<file path="config.mk">
export PLATFORM = sky130hd
export DESIGN_NAME = c8_fb
export DESIGN_NICKNAME = d
export VERILOG_FILES = /design/src/hw/rtl/c8_fb.sv
export SDC_FILE = /design/constraint.sdc
export NUM_CORES = 2
export LEC_CHECK = 0
export BUFFER_PORTS_ARGS = -buffer_cell sky130_fd_sc_hd__buf_2
export CAP_MARGIN = 40
export CORE_UTILIZATION = 50
export CTS_BUF_LIST = sky130_fd_sc_hd__clkbuf_8
export DETAILED_ROUTE_END_ITERATION = 10
export PLACE_DENSITY = 0.66
export SYNTH_ARGS = -nofsm -noshare
export SYNTH_HDL_FRONTEND = slang
export SYNTH_SLANG_ARGS = --single-unit
</file>
<file path="constraint.sdc">
create_clock -name clk_i -period 11.3 [get_ports clk_i]
set_input_delay 0.565 -clock clk_i [delete_from_list [all_inputs] [get_ports clk_i]]
set_output_delay 0.565 -clock clk_i [all_outputs]
set_load 0.01 [all_outputs]
</file>
<file path="src/hw/rtl/c8_fb.sv">
// Frame buffer, one row of pixels per entry, registered read.
module c8_fb #(
  parameter int W = 64,
  parameter int H = 32
) (
  input  logic                 clk_i,
  input  logic                 we_i,
  input  logic [$clog2(H)-1:0] waddr_i,
  input  logic [W-1:0]         wdata_i,
  input  logic [$clog2(H)-1:0] raddr_i,
  output logic [W-1:0]         rdata_o
);

  logic [W-1:0] rows [H];

  always_ff @(posedge clk_i) begin
    if (we_i) rows[waddr_i] <= wdata_i;
    rdata_o <= rows[raddr_i];
  end

endmodule

</file>
==> impl_metrics.yaml <==
run_status:
  status: "complete, no violations"
power:
  pwr-share-comb_pct: 5.0
  p_sw_w: 0.00337
  netSwitchingFraction_pct: 21.6
  pwr-share-seq_pct: 56.0
  p_int_w: 0.0123
  vdd_drop_max_mv: 0.129
  clockPowerShare_pct: 39.1
  power.density_nw_per_um2: 173
  p_leak_nw: 28.8
route:
  drtIter0Drc: 4729
  viasPerCell: 6.29
  drtAntennaViolNets: 0
  wl_mm: 196
  wire_per_inst_um: 33.0
  firstDrtPassIters: 5
  vias: 37225
  drcViolationCount: 0
floorplan:
  die_h_um: 399
  core-area_um2: 157000
  rows: 145
  die_w_um: 399
  io_pins: 140
  die-area_um2: 160000
  initial_core_util_pct: 50.4
setup_path:
  crit_path_end_kind: "register"
  crit_arrival_ns: 4.49
  critPathLaunchType: "input port"
  crit_path_max_fanout: 106
  crit_required_ns: 12.18
  worstSetupPathType: "input port to register"
run:
  maxCapViolCount: 0
yosys:
  yosys_register_bits: 2112
  yosysWarnings: 0
  syn-num-nets: 3173
  synth_area_um2: 79000
  syn_inst: 3097
  syn_avg_cell_area_um2: 25.5
  synthDistinctLibCells: 31
  ys_seq_area_share_pct: 79.5
grt:
  antenna_found_initial: 11
  grt_max_degree: 126
  overflow: 0
  grt_pass1_vias: 38430
  grt_use_total_pct: 24.8
  grt_pass1_wl_mm: 274
clocking:
  cts_buffers: 341
  h-tree-depth: 5
  clock_latency_ns: 1.01
  post-cts-setup-buffer-count: 0
  cts.sinks: 2112
  cts_tree: "done"
  clock-root-buffer: "clkbuf_8"
  cts.reportedPaths.clkPinSlew_ns: 0.06
  clockBufferDepth: 4
final_layout:
  utilization_pct: 57.6
  layout.cells.most_common: "edfxtp_1"
  mostFrequentLayoutCells: "2048 x edfxtp_1, 602 x mux4_2, 360 x clkbuf_8, 134 x buf_2, 101 x inv_1"
  final_nets: 3680
  area_growth_pct: 14.2
  drive_above_1_share_pct: 36.2
place:
  dp_hpwl_mm: 97.9
  io_buffers: 139
  place_congestion: 0.741
timing:
  fin_crit_sh_pct: 32.0
  max_slew_margin_pct: 27.0
  fin_tns_setup_ns: 0
  hold_violations: 0
  fin_skew_ns: 0.0562
  fmax_ghz: 0.277
  period_needed_ns: 3.61
  rsz0062_at_grt: "no"
  setup_violations: 0
  maxSlewViolCount: 0
  worst_slew_pin_slew_ns: 1.10
hold_path:
  hold_class: "input port to register"
==> path summary, 6_finish.rpt <==
check	from	endpoint	slack, ns	cells after the start
setup / recovery	raddr_i[0]	rdata_o[48]$_DFF_P_	7.69	7
hold / removal	wdata_i[19]	rows[28][19]$_DFFE_PP_	0.11	1
hold reg to reg	rows[20][36]$_DFFE_PP_	rdata_o[36]$_DFF_P_	0.81	4
setup reg to reg	rows[31][63]$_DFFE_PP_	rdata_o[63]$_DFF_P_	9.45	3
==> cell families (layout without fill, tap and decap cells) <==
logic type / count (synthesis) / after routing / synth area share (%)
buf+inv: 157 / 915 / 0.944
other cells: 0 / 5 / 0
simple gates: 64 / 64 / 0.379
mux: 714 / 714 / 18.7
compound gates: 50 / 50 / 0.466
flops: 2112 / 2112 / 79.5
==> worst max-delay path: stages <==
cell	delay (ns)
buf_8	0.70
buf_12	0.72
buf_4	0.60
buf_16	0.31
mux4_2	0.55
mux4_2	0.49
mux2_2	0.28
==> per-stage QoR <==
| step | hold slack [ns] | instance area [um^2] | power (W) | instances | setup WS [ns] |
|---|---|---|---|---|---|
| after global routing | 0.0612 | 90200 | 0.0161 | 5914 | 7.44 |
| after detailed placement | 0.789 | 83300 | 0.00968 | 5255 | 6.60 |
| after floorplan | 0.664 | 79000 | 0.00936 | 3097 | 6.91 |
| after CTS | 0.0150 | 90100 | 0.0158 | 5912 | 7.67 |
| after global placement | 0.793 | 82400 | 0.00964 | 5221 | 6.51 |
| final | 0.108 | 90200 | 0.0156 | 5918 | 7.69 |
==> final cells by class <==
class / count / area, um^2
multi-input combinational: 828 / 15700
sequential: 2112 / 62800
inverter: 1 / 3.75
antenna: 5 / 12.5
timing repair buffer: 320 / 2900
tap: 2058 / 2570
fill: 10934 / 66400
clock buffer: 360 / 4950
clock inverter: 234 / 1280
==> synthesized netlist by cell type <==
master,instances,area (um^2)
o211ai_1,3,22.5
a211oi_1,3,22.5
o22ai_1,10,62.6
a22o_1,1,8.76
nand2_1,3,11.3
mux2i_1,38,380
buf_2,65,325
buf_6,3,33.8
nand2b_1,2,12.5
o31a_1,3,26.3
a22oi_1,3,22.5
and2_1,3,18.8
nor2b_1,4,25.0
edfxtp_1,2048,61500
buf_1,19,71.3
nand3b_1,5,37.5
o21ai_0,9,45.0
mux2_2,74,833
a221oi_1,12,105
or3b_2,2,17.5
inv_2,1,3.75
buf_4,14,105
o2bb2ai_1,3,26.3
o221ai_1,3,26.3
dfxtp_1,64,1280
mux4_2,602,13600
nand3_1,2,10.0
clkbuf_1,55,206
nor2_1,41,154
and2_0,1,6.26
or3_1,1,6.26
==> flip-flops by register name, indices dropped and copies added, names as in the netlist <==
name and cells:
rdata_o 64, rows 2048
==> power by group through the flow <==
stage	clock network [W]	logic, W	registers, W
final	0.00611	0.000775	0.00875
after global routing	0.00655	0.000825	0.00876
after CTS	0.00622	0.000783	0.00875
after detailed placement	0	0.000760	0.00892
after global placement	0	0.000724	0.00891
after floorplan	0	0.000437	0.00892
==> layer usage <==
layer  up-vias  track usage [%]  routed length [um]
met1     20120             35.3               77400
met2      2193             38.6               94000
met3       335             5.97               19900
li1      14561                -                   -
met5         -                0                  92
met4        16             6.81                4210
==> timing repair <==
item | 4_1_cts | 5_1_grt
hold buffers | 63 | 0
resized for setup | 0 | 0
endpoints found under the hold margin | 1858 | 0
Power figures use the tool's default switching activity.
