===== config.mk =====
export PLATFORM = sky130hd
export DESIGN_NAME = c8_regs
export DESIGN_NICKNAME = d
export VERILOG_FILES = /design/src/hw/rtl/c8_pkg.sv /design/src/hw/rtl/c8_regs.sv
export SDC_FILE = /design/constraint.sdc
export NUM_CORES = 1
export LEC_CHECK = 0
export ABC_AREA = 0
export BUFFER_PORTS_ARGS = -buffer_cell sky130_fd_sc_hd__buf_2
export CAP_MARGIN = 20
export CORE_MARGIN = 8
export CORE_UTILIZATION = 50
export CTS_BUF_LIST = sky130_fd_sc_hd__clkbuf_8
export DETAILED_ROUTE_END_ITERATION = 6
export GPL_TIMING_DRIVEN = 0
export PLACE_DENSITY = 0.67
export SLEW_MARGIN = 20
export SYNTH_ARGS = -nofsm -noshare
export SYNTH_HDL_FRONTEND = slang
export SYNTH_SLANG_ARGS = --single-unit
export TNS_END_PERCENT = 30

===== constraint.sdc =====
create_clock -name clk_i -period 1.4 [get_ports clk_i]
set_input_delay 0.07 -clock clk_i [delete_from_list [all_inputs] [get_ports clk_i]]
set_output_delay 0.07 -clock clk_i [all_outputs]
set_load 0.02 [all_outputs]

===== src/hw/rtl/c8_pkg.sv =====
// Shared types, constants and the font table for the CHIP-8 instruction core.
package c8_pkg;

  localparam int MemDepth = 4096;
  localparam int AW = 12;
  localparam int StackDepth = 16;
  localparam int SPW = 4;
  localparam int FontLen = 80;
  localparam logic [AW-1:0] PcStart = 12'h200;
  localparam logic [7:0] Hundred = 8'd100;
  localparam logic [7:0] Ten = 8'd10;

  localparam logic [7:0] FONT [FontLen] = '{
    8'hF0, 8'h90, 8'h90, 8'h90, 8'hF0, 8'h20, 8'h60, 8'h20, 8'h20, 8'h70,
    8'hF0, 8'h10, 8'hF0, 8'h80, 8'hF0, 8'hF0, 8'h10, 8'hF0, 8'h10, 8'hF0,
    8'h90, 8'h90, 8'hF0, 8'h10, 8'h10, 8'hF0, 8'h80, 8'hF0, 8'h10, 8'hF0,
    8'hF0, 8'h80, 8'hF0, 8'h90, 8'hF0, 8'hF0, 8'h10, 8'h20, 8'h40, 8'h40,
    8'hF0, 8'h90, 8'hF0, 8'h90, 8'hF0, 8'hF0, 8'h90, 8'hF0, 8'h10, 8'hF0,
    8'hF0, 8'h90, 8'hF0, 8'h90, 8'h90, 8'hE0, 8'h90, 8'hE0, 8'h90, 8'hE0,
    8'hF0, 8'h80, 8'h80, 8'h80, 8'hF0, 8'hE0, 8'h90, 8'h90, 8'h90, 8'hE0,
    8'hF0, 8'h80, 8'hF0, 8'h80, 8'hF0, 8'hF0, 8'h80, 8'hF0, 8'h80, 8'h80
  };

  typedef enum logic [1:0] {
    CMD_EXEC  = 2'd0,
    CMD_WRITE = 2'd1,
    CMD_READ  = 2'd2,
    CMD_PIXEL = 2'd3
  } cmd_e;

  typedef enum logic [4:0] {
    S_INIT, S_IDLE, S_MWR, S_MRD, S_MCAP, S_PDIV, S_PRD, S_PCAP,
    S_F0, S_F1, S_F2, S_F3, S_F4, S_EXEC, S_WRF, S_CLR,
    S_DMX, S_DMY, S_DRD, S_DWR, S_BCD0, S_BCD1, S_BCD2,
    S_STRD, S_STWR, S_LDRD, S_LDWR, S_DONE
  } state_e;

  // major opcode nibbles
  localparam logic [3:0] OP_SYS  = 4'h0;
  localparam logic [3:0] OP_JP   = 4'h1;
  localparam logic [3:0] OP_CALL = 4'h2;
  localparam logic [3:0] OP_SEI  = 4'h3;
  localparam logic [3:0] OP_SNEI = 4'h4;
  localparam logic [3:0] OP_SER  = 4'h5;
  localparam logic [3:0] OP_LDI  = 4'h6;
  localparam logic [3:0] OP_ADDI = 4'h7;
  localparam logic [3:0] OP_ALU  = 4'h8;
  localparam logic [3:0] OP_SNER = 4'h9;
  localparam logic [3:0] OP_LDIX = 4'hA;
  localparam logic [3:0] OP_JPV0 = 4'hB;
  localparam logic [3:0] OP_RND  = 4'hC;
  localparam logic [3:0] OP_DRW  = 4'hD;
  localparam logic [3:0] OP_KEY  = 4'hE;
  localparam logic [3:0] OP_MISC = 4'hF;

  localparam logic [15:0] OPW_CLS = 16'h00E0;
  localparam logic [15:0] OPW_RET = 16'h00EE;

  localparam logic [3:0] ALU_MOV = 4'h0;
  localparam logic [3:0] ALU_OR  = 4'h1;
  localparam logic [3:0] ALU_AND = 4'h2;
  localparam logic [3:0] ALU_XOR = 4'h3;
  localparam logic [3:0] ALU_ADD = 4'h4;
  localparam logic [3:0] ALU_SUB = 4'h5;
  localparam logic [3:0] ALU_SHR = 4'h6;
  localparam logic [3:0] ALU_SBN = 4'h7;
  localparam logic [3:0] ALU_SHL = 4'hE;

  localparam logic [7:0] KEY_DN = 8'h9E;
  localparam logic [7:0] KEY_UP = 8'hA1;

  localparam logic [7:0] FX_GDT = 8'h07;
  localparam logic [7:0] FX_WK  = 8'h0A;
  localparam logic [7:0] FX_SDT = 8'h15;
  localparam logic [7:0] FX_SST = 8'h18;
  localparam logic [7:0] FX_ADI = 8'h1E;
  localparam logic [7:0] FX_FNT = 8'h29;
  localparam logic [7:0] FX_BCD = 8'h33;
  localparam logic [7:0] FX_STR = 8'h55;
  localparam logic [7:0] FX_LDR = 8'h65;

  localparam logic [3:0] REG_VF = 4'hF;

  typedef struct packed {
    logic          we;
    logic [AW-1:0] waddr;
    logic [7:0]    wdata;
    logic [AW-1:0] raddr;
  } mem_req_t;

  typedef struct packed {
    logic       we;
    logic [3:0] waddr;
    logic [7:0] wdata;
    logic [3:0] raddr;
  } rf_req_t;

  // lowest numbered key that is down
  function automatic logic [3:0] first_key(logic [15:0] keys);
    logic [3:0] k;
    k = 4'd0;
    for (int i = 15; i >= 0; i--) begin
      if (keys[i]) k = 4'(i);
    end
    return k;
  endfunction

endpackage


===== src/hw/rtl/c8_regs.sv =====
// V0..VF register file with registered read and per-entry valid bits.
module c8_regs (
  input  logic             clk_i,
  input  logic             rst_ni,
  input  c8_pkg::rf_req_t  req_i,
  output logic [7:0]       rdata_o
);
  import c8_pkg::*;

  logic [7:0]  regs [16];
  logic [15:0] vld_q;
  logic [7:0]  data_q;
  logic        rvld_q;

  always_ff @(posedge clk_i or negedge rst_ni) begin
    if (!rst_ni) begin
      vld_q  <= '0;
      rvld_q <= 1'b0;
    end else begin
      if (req_i.we) vld_q[req_i.waddr] <= 1'b1;
      rvld_q <= vld_q[req_i.raddr];
    end
  end

  always_ff @(posedge clk_i) begin
    if (req_i.we) regs[req_i.waddr] <= req_i.wdata;
    data_q <= regs[req_i.raddr];
  end

  assign rdata_o = rvld_q ? data_q : 8'd0;

endmodule


==> run summary <==
• root buf cell: sky130_fd_sc_hd__clkbuf_8
• Clk network pwr share: 33.8%
• Switch Pwr: 1.92 mW
• total global routing overflow: 0
• H-tree levels: 4
• worst slack at placement: -467 ps
• leakage dissipation: 2.23 nW
• global-route wire length before repair: 17200 um
• Top FF cell, synth: sky130_fd_sc_hd__edfxtp_1
• total of buffers placed on input and output ports: 24
• total of warnings raised by yosys: 0
• ratio of cells with drive above 1 in the final layout: 32.2%
• achievable clock frequency: 0.719 GHz
• per-cell via count in the routed design: 5.60
• clock sink total: 153
• number of enable-type register cells in the synthesized netlist: 128
• insertion delay of the later-clocked pin in the worst-skew pair: 440 ps
• vias in the first global route: 3000
• antenna diode count: 0
• cell area after technology mapping: 5860 um2
• largest area contributor in the synthesized netlist: sky130_fd_sc_hd__edfxtp_1
• width of the die: 124 um
• final setup vio count: 0
• gp weighted congestion: 0.761
• Post-CTS Repair Setup Buffers: 0
• switching power share of the total: 21.6%
• Fin Clk Skew: 9.07 ps
• post-synthesis cell type count: 25
• delay of the slowest critical-path stage: 560 ps
• Least-Margin Pin Slew: 987 ps
• Clock Tree Buf Depth: 2
• Antenna Violating Nets Remaining: 0
• first-pass detailed-route iteration total: 4
• effective utilization at floorplan: 51.3%
• Cell Chain, Critical Path: mux4_1 > a22oi_2 > nand2_1
• relative max-transition margin: 33.9%
• share of the synthesized netlist area taken by xor and xnor gates: 0%
• worst hold path class: input port to flop
• shortest clock period the worst path allows after layout: 1390 ps
• cell internal power dissipation: 6.95 mW
• CP max stage cell: sky130_fd_sc_hd__mux4_1
• peak fanout along the critical path: 1
• clock-pin slew of the registers on the worst-case setup and hold paths: 80 ps
• count of boundary I/O pins: 27
• count of non-filler cells in the finished layout: 482
• startpoint type of the worst setup path: flop
• layout overhead on the synthesized area: 12.8%
• die height: 124 um
• cell area after layout: 6610 um2
• endpoint of the worst hold path: regs[5][7]$_DFFE_PP_
• Reg2Reg Launch Point: regs[1][4]$_DFFE_PP_
• data arrival at the endpoint of the critical path: 1720 ps
• Power Density: 1340 nW/um2
• destination of the worst register-to-register timing path: data_q[4]$_DFF_P_
• share of flip-flops with an asynchronous set or reset: 11.1%
• average cell area after synthesis: 21.1 um2
• unrepaired setup endpoints after global routing: no
• endpoint type of the worst setup path: flop
• Net Count, Synth: 297
• final core utilization: 57.9%
• status: completed
• post-detailed-placement cell area: 6190 um2
• number of cells traversed by the worst register-to-register path: 3
• fraction of the cycle the final worst path needs: 99.4%
• total placed cells including tap cells: 447
• final net count: 345
• Seq/Total Area, Yosys: 75.6%
• Floorplan Core Area: 11400 um2
• Total Power Consumption: 8.87 mW
• final hold violation count: 0
• final routed wirelength across all metal layers: 11100 um
• number of clock buffers inserted by TritonCTS: 17
• cell row count: 39
• area share of the largest cell type after synthesis: 65.6%
• worst vdd rail ir drop: 842 uV
• Register-to-Register Setup Slack: 9 ps
• gr usage total: 15.0%
• post-synthesis mux area share: 14.9%
• HPWL after detailed placement: 7060 um
• Gate power share: 7.6%
• Worst Min Path Start: req_i[11]
• commonest cells in the synthesized netlist: 128 x sky130_fd_sc_hd__edfxtp_1, 20 x sky130_fd_sc_hd__mux4_2, 18 x sky130_fd_sc_hd__a22oi_1, 17 x sky130_fd_sc_hd__dfrtp_1
• worst path setup slack after routing: 8.79 ps
• main combinational cell family by area after synthesis: multiplexers
• sequential share of power: 58.6%
• area of the die: 15400 um2
• required time reported for the critical path endpoint: 1730 ps
• share of synthesized cell area in and, or, nand and nor gates: 5.42%
• antenna violations before repair: 0
• Synth Instances: 278
• TritonCTS clock tree: yes
• Compound-Gate Fraction of Synth Area: 2.31%
• vias post-DR: 2699
• routed wire length per instance: 23.0 um
• top area cells in the synthesized netlist: sky130_fd_sc_hd__edfxtp_1 66%, sky130_fd_sc_hd__mux4_2 7.7%, sky130_fd_sc_hd__dfrtp_1 7.3%
• leading cell type by number of instances after synthesis: sky130_fd_sc_hd__edfxtp_1
• Final Max Tran Viols: 0
• pin count of the biggest net entering global routing: 18
• number of remaining DRC errors: 0
• max_cap viols: 0
• DRC violation total after the first TritonRoute iteration: 302
• kind of critical path: flop to flop
• synthesis-stage register bit count: 153
• adder and majority gate portion of the synthesized area: 0%
• Min-Delay Path Depth: 1
area by class of cell:
class | count | area (um2)
fill | 871 | 4810
timing repair buffer | 29 | 165
clock buffer | 17 | 234
tap | 143 | 179
buffer | 11 | 106
clock inverter | 15 | 116
sequential | 153 | 4430
multi-input combinational | 114 | 1380
worst max-delay path by stage:
stage | startpoint | endpoint | slack [ps] | cells after the start
2_1_floorplan | req_i[14] | regs[3][0]$_DFFE_PP_ | 40 | 2
6_report | regs[1][4]$_DFFE_PP_ | data_q[4]$_DFF_P_ | 9 | 3
3_5_place_dp | req_i[14] | regs[3][1]$_DFFE_PP_ | -470 | 3
3_3_place_gp | req_i[15] | regs[4][3]$_DFFE_PP_ | -620 | 3
5_1_grt | regs[1][1]$_DFFE_PP_ | data_q[1]$_DFF_P_ | 4 | 3
4_1_cts | req_i[14] | regs[1][1]$_DFFE_PP_ | 20 | 3
placed cells by master (no fill, tap or decap), types with 2 or more instances in the layout:
cell,netlist,routed
sky130_fd_sc_hd__edfxtp_1,128,128
sky130_fd_sc_hd__buf_2,2,26
sky130_fd_sc_hd__mux4_2,20,21
sky130_fd_sc_hd__clkbuf_8,1,18
sky130_fd_sc_hd__dfrtp_1,17,17
sky130_fd_sc_hd__or2_2,16,16
sky130_fd_sc_hd__mux4_1,16,15
sky130_fd_sc_hd__a22oi_1,18,13
sky130_fd_sc_hd__nor2_1,13,10
sky130_fd_sc_hd__nand2_1,10,10
sky130_fd_sc_hd__and2_1,9,9
sky130_fd_sc_hd__clkinv_1,0,8
sky130_fd_sc_hd__dfxtp_1,8,8
sky130_fd_sc_hd__a22oi_2,0,5
sky130_fd_sc_hd__buf_6,3,3
sky130_fd_sc_hd__buf_4,1,3
sky130_fd_sc_hd__nor3_2,0,3
sky130_fd_sc_hd__nor2_2,0,3
sky130_fd_sc_hd__clkinv_2,0,3
sky130_fd_sc_hd__dlygate4sd3_1,0,3
sky130_fd_sc_hd__nand3b_1,2,2
sky130_fd_sc_hd__nand2b_1,2,2
sky130_fd_sc_hd__bufinv_16,0,2
per-stage QoR:
step / TNS (ps) / hold slack (ps)
after floorplan: 0 / -226
after global placement: -40820 / 11.2
after detailed placement: -30250 / 23.3
after CTS: 0 / 2.75
after global routing: 0 / 17.0
final: 0 / 13.8
metal layers:
| metal | GRT usage, % | share of wire [%] |
|---|---|---|
| met1 | 19.5 | 45 |
| met2 | 23.5 | 47 |
| met3 | 4.00 | 6.1 |
| met4 | 6.38 | 1.8 |
| met5 | 0 | 0 |
power by group through the flow:
stage / Sequential [mW] / Combinational (mW) / Clock (mW)
global route: 5.22 / 0.727 / 3.23
floorplan: 5.27 / 0.427 / 0
CTS: 5.20 / 0.667 / 3.05
finish: 5.20 / 0.671 / 3.00
detailed placement: 5.30 / 0.654 / 0
global placement: 5.29 / 0.636 / 0
worst max-delay path: cells and delay by family, from the launching register on:
family | cells | cell delay [ps]
simple gates | 1 | 80
mux | 1 | 560
compound gates | 1 | 270
flops | 1 | 380
sequential cells by signal (all words and copies together), names as in the netlist:
name and cells:
vld_q 16, data_q 8, rvld_q 1, regs 128
what timing repair did:
action                                  CTS  global route
pin swaps                                 0             0
gates resized for setup                   2             8
hold buffers                              3             0
hold endpoints to repair                 44             0
endpoints found under the setup margin    9            28
cell families (layout without fill, tap and decap cells):
group                  Yosys count  in the layout
muxes                           36             36
buffers and inverters           11             72
and+or+nand+nor                 60             60
DFF                            153            153
AOI/OAI and AO/OA               18             18
(Power assumes the default switching activity.)
